$ cat src/hdl/msft_pkg.sv
`default_nettype none
package msft_pkg;

   localparam int GroupsDefault  = 4;
   localparam int SourcesDefault = 8;

   typedef enum logic [2:0] {
      KIND_FILTER = 3'd0,
      KIND_CREATE = 3'd1,
      KIND_DELETE = 3'd2,
      KIND_ADD    = 3'd3,
      KIND_REMOVE = 3'd4,
      KIND_MODE   = 3'd5
   } kind_type;

   // commands from controller to datapath
   typedef struct packed {
      logic load;       // capture request, reset scan
      logic grp_step;   // advance group pointer
      logic src_clear;  // restart source scan for the current group
      logic src_step;   // advance source pointer
      logic shift_step; // move one source down during remove
      logic commit;     // apply group update / finish request
      logic rsp_load;   // capture result into output register
   } cmd_type;

   // status from datapath to controller
   typedef struct packed {
      logic [2:0] kind;
      logic       grp_last;    // group pointer at last group
      logic       grp_match;   // current group valid and address equal
      logic       src_done;    // source pointer reached count
      logic       src_match;   // current source equals request source
      logic       slot_ok;     // request slot in range
      logic       shift_done;  // shift pointer reached count
   } sts_type;

endpackage
`default_nettype wire

$ cat src/hdl/msft_ctrl.sv
`default_nettype none
module msft_ctrl (
   input  wire logic             clock,
   input  wire logic             reset,
   input  wire logic             req_valid,
   output logic                  req_ready,
   output logic                  rsp_valid,
   input  wire logic             rsp_ready,
   input  wire msft_pkg::sts_type sts,
   output msft_pkg::cmd_type     cmd
);
   import msft_pkg::*;

   typedef enum logic [6:0] {
      ST_IDLE   = 7'b0000001,
      ST_GROUP  = 7'b0000010,
      ST_SCAN   = 7'b0000100,
      ST_SEARCH = 7'b0001000,
      ST_SHIFT  = 7'b0010000,
      ST_DONE   = 7'b0100000,
      ST_WAIT   = 7'b1000000
   } state_type;

   state_type state_ff, state_in;
   logic      rsp_valid_ff, rsp_valid_in;

   assign req_ready = (state_ff == ST_IDLE);
   assign rsp_valid = rsp_valid_ff;

   // sequence one request: group walk for filter, source search for add/remove, shift after a remove hit
   always_comb begin
      state_in = state_ff;
      cmd = '0;
      rsp_valid_in = rsp_valid_ff;
      if (rsp_valid_ff && rsp_ready) rsp_valid_in = 1'b0;
      case (state_ff)
         ST_IDLE: begin
            if (req_valid) begin
               cmd.load = 1'b1;
               state_in = ST_GROUP;
            end
         end
         ST_GROUP: begin
            if (sts.kind == KIND_FILTER) begin
               if (sts.grp_match) begin
                  cmd.src_clear = 1'b1;
                  state_in = ST_SCAN;
               end else if (sts.grp_last) begin
                  state_in = ST_DONE;
               end else begin
                  cmd.grp_step = 1'b1;
               end
            end else if ((sts.kind == KIND_ADD || sts.kind == KIND_REMOVE) && sts.slot_ok) begin
               cmd.src_clear = 1'b1;
               state_in = ST_SEARCH;
            end else begin
               state_in = ST_DONE;
            end
         end
         ST_SCAN: begin
            // scan stops at a match or at the count
            if (sts.src_done || sts.src_match) begin
               if (sts.grp_last) state_in = ST_DONE;
               else begin
                  cmd.grp_step = 1'b1;
                  state_in = ST_GROUP;
               end
            end else begin
               cmd.src_step = 1'b1;
            end
         end
         ST_SEARCH: begin
            if (sts.src_done) state_in = ST_DONE;
            else if (sts.src_match) begin
               state_in = (sts.kind == KIND_REMOVE) ? ST_SHIFT : ST_DONE;
            end else cmd.src_step = 1'b1;
         end
         ST_SHIFT: begin
            if (sts.shift_done) state_in = ST_DONE;
            else cmd.shift_step = 1'b1;
         end
         ST_DONE: begin
            if (!rsp_valid_ff || rsp_ready) begin
               cmd.commit = 1'b1;
               cmd.rsp_load = 1'b1;
               rsp_valid_in = 1'b1;
               state_in = ST_IDLE;
            end
         end
         default: state_in = ST_IDLE;
      endcase
   end

   always_ff @(posedge clock) begin
      if (reset) begin
         state_ff <= ST_IDLE;
         rsp_valid_ff <= 1'b0;
      end else begin
         state_ff <= state_in;
         rsp_valid_ff <= rsp_valid_in;
      end
   end

   assert property (@(posedge clock) disable iff (reset)
      cmd.rsp_load |=> rsp_valid) else $error("result lost");
   assert property (@(posedge clock) disable iff (reset)
      $onehot(state_ff)) else $error("state not one-hot");
   assert property (@(posedge clock) disable iff (reset)
      (rsp_valid && !rsp_ready) |=> rsp_valid) else $error("result dropped");
   assert property (@(posedge clock) disable iff (reset)
      cmd.load |=> !req_ready) else $error("busy not held");
endmodule
`default_nettype wire

$ cat src/hdl/msft_dp.sv
`default_nettype none
module msft_dp #(
   parameter int GROUPS  = msft_pkg::GroupsDefault,
   parameter int SOURCES = msft_pkg::SourcesDefault
) (
   input  wire logic              clock,
   input  wire logic              reset,
   input  wire logic [2:0]        req_kind,
   input  wire logic [31:0]       req_group_address,
   input  wire logic [31:0]       req_source_address,
   input  wire logic [1:0]        req_group_slot,
   input  wire logic              req_filter_mode,
   input  wire msft_pkg::cmd_type cmd,
   output msft_pkg::sts_type      sts,
   output logic                   rsp_accept,
   output logic                   rsp_status,
   output logic                   rsp_hit,
   output logic [1:0]             rsp_slot_out
);
   import msft_pkg::*;

   localparam int GW = (GROUPS > 1) ? $clog2(GROUPS) : 1;
   localparam int SW = (SOURCES > 1) ? $clog2(SOURCES) : 1;
   localparam int CW = $clog2(SOURCES + 1);
   localparam int AW = GW + SW;

   // group table in flip-flops, source lists in a memory
   logic [GROUPS-1:0] valid_ff;
   logic [GROUPS-1:0] mode_ff;
   logic [31:0]       gaddr_ff [GROUPS];
   logic [CW-1:0]     count_ff [GROUPS];
   logic [31:0]       src_mem  [GROUPS*SOURCES];

   // captured request
   logic [2:0]  kind_ff;
   logic [31:0] ga_ff, sa_ff;
   logic [1:0]  slot_ff;
   logic        fm_ff;

   logic [GW-1:0] gp_ff;   // group pointer
   logic [CW-1:0] sp_ff;   // source pointer (one ahead of read data)
   logic          rd_ok_ff; // read data belongs to sp_ff-1
   logic [31:0]   rd_ff;
   logic          accept_ff, hit_ff;
   logic [1:0]    hslot_ff;
   logic          found_ff;
   logic          scan_ff;  // filter scan of one group in progress

   logic [GW-1:0] cur_g;
   logic [CW-1:0] cur_n;
   logic          slot_ok;
   logic [GW-1:0] free_g;
   logic          free_ok;
   logic          verdict;

   assign slot_ok = ({30'd0, slot_ff} < 32'(GROUPS));
   assign cur_g   = (kind_ff == KIND_FILTER) ? gp_ff : GW'(slot_ff);
   assign cur_n   = count_ff[cur_g];

   // lowest free slot
   always_comb begin
      free_g = '0;
      free_ok = 1'b0;
      for (int g = GROUPS - 1; g >= 0; g--) begin
         if (!valid_ff[g]) begin
            free_g = GW'(g);
            free_ok = 1'b1;
         end
      end
   end

   assign sts.kind       = kind_ff;
   assign sts.grp_last   = (32'(gp_ff) == 32'(GROUPS - 1));
   assign sts.grp_match  = valid_ff[gp_ff] && (gaddr_ff[gp_ff] == ga_ff);
   assign sts.src_done   = !rd_ok_ff && (sp_ff >= cur_n);
   assign sts.src_match  = rd_ok_ff && (rd_ff == sa_ff);
   assign sts.slot_ok    = slot_ok;
   // shift ends once the last fetched entry has been written back
   assign sts.shift_done = !rd_ok_ff && (sp_ff >= cur_n);

   // a group's filter scan ends at a match or at the count
   assign verdict = scan_ff && (sts.src_done || sts.src_match);

   // read address: entry 0 on a restart, else the pointer into the current list
   logic [AW-1:0] rd_addr;
   logic [SW-1:0] sp_idx;
   logic          rd_en;
   logic [CW-1:0] sh_pos;
   assign sp_idx  = cmd.src_clear ? '0 : sp_ff[SW-1:0];
   assign rd_addr = (AW'(cur_g) * AW'(SOURCES)) + AW'(sp_idx);
   assign rd_en   = cmd.src_clear ? (cur_n != '0)
                  : ((cmd.src_step || cmd.shift_step) && (sp_ff < cur_n));
   assign sh_pos  = sp_ff - CW'(2);

   // source memory: registered read, single write
   logic          wr_en;
   logic [AW-1:0] wr_addr;
   logic [31:0]   wr_data;

   always_comb begin
      wr_en = 1'b0;
      wr_addr = (AW'(cur_g) * AW'(SOURCES)) + AW'(cur_n[SW-1:0]);
      wr_data = sa_ff;
      if (cmd.shift_step && rd_ok_ff) begin
         wr_en = 1'b1;
         wr_addr = (AW'(cur_g) * AW'(SOURCES)) + AW'(sh_pos[SW-1:0]);
         wr_data = rd_ff;
      end else if (cmd.commit && kind_ff == KIND_ADD && slot_ok && !found_ff
                   && cur_n < CW'(SOURCES)) begin
         wr_en = 1'b1;
      end
   end

   always_ff @(posedge clock) begin
      if (wr_en) src_mem[wr_addr] <= wr_data;
      if (rd_en) rd_ff <= src_mem[rd_addr];
   end

   // scan and result bookkeeping
   always_ff @(posedge clock) begin
      if (reset) begin
         valid_ff <= '0;
         mode_ff  <= '1;
         for (int g = 0; g < GROUPS; g++) count_ff[g] <= '0;
         rd_ok_ff <= 1'b0;
         gp_ff <= '0;
         sp_ff <= '0;
         found_ff <= 1'b0;
         scan_ff <= 1'b0;
         accept_ff <= 1'b0;
         hit_ff <= 1'b0;
         hslot_ff <= '0;
      end else begin
         if (cmd.load) begin
            kind_ff <= req_kind;
            ga_ff   <= req_group_address;
            sa_ff   <= req_source_address;
            slot_ff <= req_group_slot;
            fm_ff   <= req_filter_mode;
         end
         // advance the group pointer
         if (cmd.load) gp_ff <= '0;
         else if (cmd.grp_step) gp_ff <= gp_ff + GW'(1);
         // advance the source pointer, one ahead of the read data
         if (cmd.load) begin
            sp_ff <= '0;
            rd_ok_ff <= 1'b0;
         end else if (cmd.src_clear) begin
            sp_ff <= (cur_n != '0) ? CW'(1) : '0;
            rd_ok_ff <= (cur_n != '0);
         end else if (cmd.src_step || cmd.shift_step) begin
            if (sp_ff < cur_n) sp_ff <= sp_ff + CW'(1);
            rd_ok_ff <= (sp_ff < cur_n);
         end else if (sts.src_match && kind_ff != KIND_FILTER) begin
            // hold the pointer past the match for the remove shift
            rd_ok_ff <= 1'b0;
         end
         // search hit for add/remove
         if (cmd.load || cmd.src_clear) found_ff <= 1'b0;
         else if (sts.src_match && kind_ff != KIND_FILTER) found_ff <= 1'b1;
         // track one group's filter scan
         if (cmd.load) scan_ff <= 1'b0;
         else if (cmd.src_clear) scan_ff <= (kind_ff == KIND_FILTER);
         else if (verdict) scan_ff <= 1'b0;
         // filter verdict once a group's scan ends
         if (cmd.load) begin
            accept_ff <= 1'b0;
            hit_ff  <= 1'b0;
            hslot_ff <= '0;
         end else if (verdict) begin
            hit_ff <= 1'b1;
            hslot_ff <= 2'(gp_ff);
            if (mode_ff[gp_ff]) accept_ff <= !sts.src_match;
            else if (sts.src_match) accept_ff <= 1'b1;
         end
         if (cmd.commit) begin
            case (kind_ff)
               KIND_CREATE: if (free_ok) begin
                  valid_ff[free_g] <= 1'b1;
                  gaddr_ff[free_g] <= ga_ff;
                  mode_ff[free_g]  <= 1'b1;
                  count_ff[free_g] <= '0;
               end
               KIND_DELETE: if (slot_ok) valid_ff[cur_g] <= 1'b0;
               KIND_ADD: if (slot_ok && !found_ff && cur_n < CW'(SOURCES))
                  count_ff[cur_g] <= cur_n + CW'(1);
               KIND_REMOVE: if (slot_ok && found_ff)
                  count_ff[cur_g] <= cur_n - CW'(1);
               KIND_MODE: if (slot_ok) mode_ff[cur_g] <= fm_ff;
               default: ;
            endcase
         end
      end
   end

   // output register
   always_ff @(posedge clock) begin
      if (cmd.rsp_load) begin
         rsp_accept   <= (kind_ff == KIND_FILTER) && accept_ff;
         rsp_status   <= ((kind_ff == KIND_CREATE) && !free_ok)
                      || ((kind_ff == KIND_ADD) && slot_ok && !found_ff
                          && cur_n >= CW'(SOURCES));
         rsp_hit      <= ((kind_ff == KIND_FILTER) && hit_ff)
                      || ((kind_ff == KIND_CREATE) && free_ok);
         rsp_slot_out <= (kind_ff == KIND_FILTER) ? (hit_ff ? hslot_ff : 2'd0)
                       : ((kind_ff == KIND_CREATE && free_ok) ? 2'(free_g) : 2'd0);
      end
   end
endmodule
`default_nettype wire

$ cat src/hdl/multicast_source_filter_table.sv
// Sequence: create, delete and set mode go from the group step straight to finish; a filter
// steps through every group and scans the source list of each matching group, then finishes.
// Add with a slot in range scans the list for the source; remove scans it, then shifts later entries down.
// Throughput: one request at a time; the next is accepted the cycle after the result loads.
// Reset: synchronous; clears all groups, modes to exclude, counts to zero.
// Source memory is not cleared; entries are read only below the count.
`default_nettype none
module multicast_source_filter_table #(
   parameter int GROUPS  = msft_pkg::GroupsDefault,
   parameter int SOURCES = msft_pkg::SourcesDefault
) (
   input  wire logic        clock,
   input  wire logic        reset,
   input  wire logic        req_valid,
   output logic             req_ready,
   input  wire logic [2:0]  req_kind,
   input  wire logic [31:0] req_group_address,
   input  wire logic [31:0] req_source_address,
   input  wire logic [1:0]  req_group_slot,
   input  wire logic        req_filter_mode,
   output logic             rsp_valid,
   input  wire logic        rsp_ready,
   output logic             rsp_accept,
   output logic             rsp_status,
   output logic             rsp_hit,
   output logic [1:0]       rsp_slot_out
);
   import msft_pkg::*;

   cmd_type cmd;
   sts_type sts;

   msft_ctrl u_ctrl (
      .clock(clock), .reset(reset),
      .req_valid(req_valid), .req_ready(req_ready),
      .rsp_valid(rsp_valid), .rsp_ready(rsp_ready),
      .sts(sts), .cmd(cmd)
   );

   msft_dp #(.GROUPS(GROUPS), .SOURCES(SOURCES)) u_dp (
      .clock(clock), .reset(reset),
      .req_kind(req_kind), .req_group_address(req_group_address),
      .req_source_address(req_source_address), .req_group_slot(req_group_slot),
      .req_filter_mode(req_filter_mode),
      .cmd(cmd), .sts(sts),
      .rsp_accept(rsp_accept), .rsp_status(rsp_status),
      .rsp_hit(rsp_hit), .rsp_slot_out(rsp_slot_out)
   );
endmodule
`default_nettype wire
$ cat config.mk
export PLATFORM = sky130hd
export DESIGN_NAME = multicast_source_filter_table
export DESIGN_NICKNAME = d
export VERILOG_FILES = /design/src/hdl/msft_pkg.sv /design/src/hdl/msft_ctrl.sv /design/src/hdl/msft_dp.sv /design/src/hdl/multicast_source_filter_table.sv
export SDC_FILE = /design/constraint.sdc
export NUM_CORES = 2
export LEC_CHECK = 0
export BUFFER_PORTS_ARGS = -buffer_cell sky130_fd_sc_hd__buf_2
export CAP_MARGIN = 40
export CORE_UTILIZATION = 39
export DETAILED_ROUTE_END_ITERATION = 8
export MAX_ROUTING_LAYER = met4
export PLACE_DENSITY = 0.64
export SLEW_MARGIN = 20
export SYNTH_ARGS = -nofsm -noshare
export SYNTH_HDL_FRONTEND = slang
export SYNTH_SLANG_ARGS = --single-unit
$ cat constraint.sdc
create_clock -name clock -period 6.5 [get_ports clock]
set_clock_uncertainty 0.2 [all_clocks]
set_input_delay 0 -clock clock [delete_from_list [all_inputs] [get_ports clock]]
set_output_delay 0 -clock clock [all_outputs]
set_load 0.03 [all_outputs]
==> metrics <==
Cells after Synth 3466; Final Max Slew Viols 0; postcts setup bufs 0; GRT overflow 0; Ports 81; post-synth cell types 70; Power Internal between 10 and 15 mW; drt drc 0; Synth top area share 0.710; CTS clock-pin slew for the worst setup and hold paths about 0.06 ns; Tot Pwr 18.4 mW; Reg2Reg Depth 10; Synth Cell Area around 0.054 mm^2; Avg Inst Size Synth ~16 um^2; Flop pwr share 0.526; critical path arrival roughly 5.6 ns; fmax 185 MHz; post-synthesis sequential area ratio 0.721; number of global-route vias before repair approximately 33000; Main synth FF type edfxtp_1; Die Y 374 um; num rows approximately 140; CTS tree done; cell with the most instances after synthesis edfxtp_1; cells resized by post-CTS repair 0; All-Layer GR Usage 0.225; post-layout min period roughly 5.4 ns; Cell Pwr Density ~290 mW/mm^2; fraction of layout cells with a size suffix above 1 0.185; ys async rst share 0; DR pass1 iterations 6; antenna violations before repair 3; P_leak ~20 nW; Yosys reg bits approximately 1300; port bufs 80; WL final approximately 150000 um; Comb pwr share 0.065; largest net degree at the start of global routing 78; Final HPWL DP ~92000 um; Post-synth EDFFs 1275; initial drt markers just over 4000; startpoint class of the critical path flip-flop; area leader, netlist edfxtp_1; # setup viols final 0; Die Wd between 300 and 400 um; clock root buffer clkbuf_16; Filler cells roughly 12000; clock latency on the worst-skew pair around 0.77 ns; die area ~0.14 mm^2; DR vias around 33000; crit path kind reg2reg; critical path endpoint category flip-flop; hold depth 3; Placer Congestion 0.871; first-pass GRT wire length around 220000 um; post-route ant nets 0; clock power share 0.409; nets about 3800; H-tree levels 4; Core ar. 0.137 mm^2; Synth area leaders edfxtp_1 71%, mux2i_1 4.1%, mux2_2 4.0%; ANT cells 0; CTS Buffer Depth 3; Post-synth top cells 1275 x edfxtp_1, 223 x mux2i_1, 222 x a21oi_1, 198 x clkbuf_1, 193 x mux2_2; placed inst area between 0.05 and 0.06 mm^2; Starting Density 0.393; P_sw approximately 4.2 mW; slew margin rel. 0.291; Max Cap Viol 0; Hold WC Path Type in2reg; actual slew at the worst max-slew pin around 1.1 ns; final period utilization 0.831; Post-CTS Hold Fix Bufs 146; VDD IR max 0.190 mV; warnings from Yosys 0; switch share 0.231; Finished Cell Area 0.0633 mm^2; Mapped Nets 3546; CTS Sinks approximately 1300; wire length per cell around 28 um; Fin. Hold Viols 0; Avg Vias per Cell 5.91; synthesis-to-layout area growth 17.3%; Worst EP required 6.71 ns; RSZ-0062 raised after global routing false; TNS Setup 0 ns; worst-path maximum fanout 17; run status finished, final reports clean; CTS Buf Count 140
## worst max-delay path: stages, from the launching register on
cell and delay, ns:
edfxtp_1 0.62, nor3_2 0.57, mux2_2 0.46, mux4_2 0.63, or4b_1 0.64, inv_1 0.09, nand2_1 0.05, o21ai_0 0.11
nand2_1 0.43, nor2_4 0.75, buf_4 0.46
## flip-flops by register name, indices dropped and copies added (netlist names), 4 cells and up, named ones only
register         count
u_dp.src_mem      1024
u_dp.gaddr_ff      128
u_dp.ga_ff          32
u_dp.rd_ff          32
u_dp.sa_ff          32
u_dp.count_ff       16
u_ctrl.state_ff      6
u_dp.mode_ff         4
u_dp.sp_ff           4
u_dp.valid_ff        4
## power by group through the flow
stage	combinational [mW]	sequential, mW	clock, mW
after floorplan	0.667	9.76	0
after global placement	1.06	9.83	0
after detailed placement	1.10	9.83	0
after CTS	1.17	9.66	7.60
after global routing	1.26	9.67	7.93
final	1.18	9.66	7.51
## routing by layer
layer,up-vias,GRT usage,part of all wire
met4,0,0.0783,0.033
met5,-,-,0
met3,302,0.0502,0.10
met2,1707,0.333,0.45
li1,14331,-,-
met1,16932,0.303,0.42
## stage by stage
stage / std cells / util / setup slack, ns / hold WS, ns
CTS: 5624 / 0.461 / 1.16 / 0.0306
finish: 5626 / 0.461 / 1.10 / 0.0747
detailed placement: 5230 / 0.419 / 1.21 / -0.0219
global route: 5626 / 0.461 / 0.895 / 0.101
floorplan: 3466 / - / 0.842 / -0.101
global placement: 5207 / 0.415 / 1.09 / -0.0207
## placed cells by master (no fill, tap or decap), types with 23 or more instances in the layout
| master | count |
|---|---|
| edfxtp_1 | 1275 |
| mux2i_1 | 223 |
| a21oi_1 | 218 |
| mux2_2 | 193 |
| dlygate4sd3_1 | 146 |
| nor2_1 | 141 |
| clkbuf_16 | 141 |
| nand2_1 | 118 |
| o21ai_0 | 114 |
| buf_4 | 104 |
| o211ai_1 | 99 |
| buf_2 | 81 |
| a211oi_1 | 71 |
| o21a_1 | 65 |
| a41oi_1 | 64 |
| xnor2_1 | 51 |
| nand4_1 | 45 |
| o22ai_1 | 40 |
| nand3_1 | 39 |
| a22oi_1 | 36 |
| and2_1 | 36 |
| a21o_1 | 35 |
| a221o_1 | 34 |
| a211o_1 | 32 |
| clkbuf_1 | 32 |
| o311ai_0 | 31 |
| clkinv_1 | 29 |
| mux4_2 | 25 |
| dfxtp_1 | 25 |
| nor2_4 | 23 |
## cell type report
class                      count  area, um^2  share of cell area
clock inverter                72         571             0.00902
timing repair buffer         366        3400              0.0537
tap                         1794        2240              0.0355
multi-input combinational   1891       14400               0.227
clock buffer                 176        3690              0.0583
inverter                      22        83.8             0.00132
sequential                  1305       38900               0.615
## worst paths after layout
kind,slack (ns),from,endpoint
max,1.10,u_dp.kind_ff[0],u_dp.src_mem[29][17]
min,0.07,reset,u_ctrl.state_ff[3]
max reg2reg,1.10,u_dp.kind_ff[0],u_dp.src_mem[29][17]
min reg2reg,0.26,u_dp.hslot_ff[0],u_dp.hslot_ff[0]
## kinds of logic (layout without fill, tap and decap cells)
group | after synthesis | count (layout) | share of synthesized area
XOR/XNOR | 65 | 65 | 0.0106
multiplexers | 441 | 441 | 0.0921
adder cells (fa/ha/maj) | 7 | 7 | 0.00158
buffers and inverters | 270 | 636 | 0.0200
AND/OR/NAND/NOR | 498 | 498 | 0.0440
AO/OA/AOI/OAI | 880 | 880 | 0.111
flip-flops | 1305 | 1305 | 0.721
(Power assumes the default switching activity.)
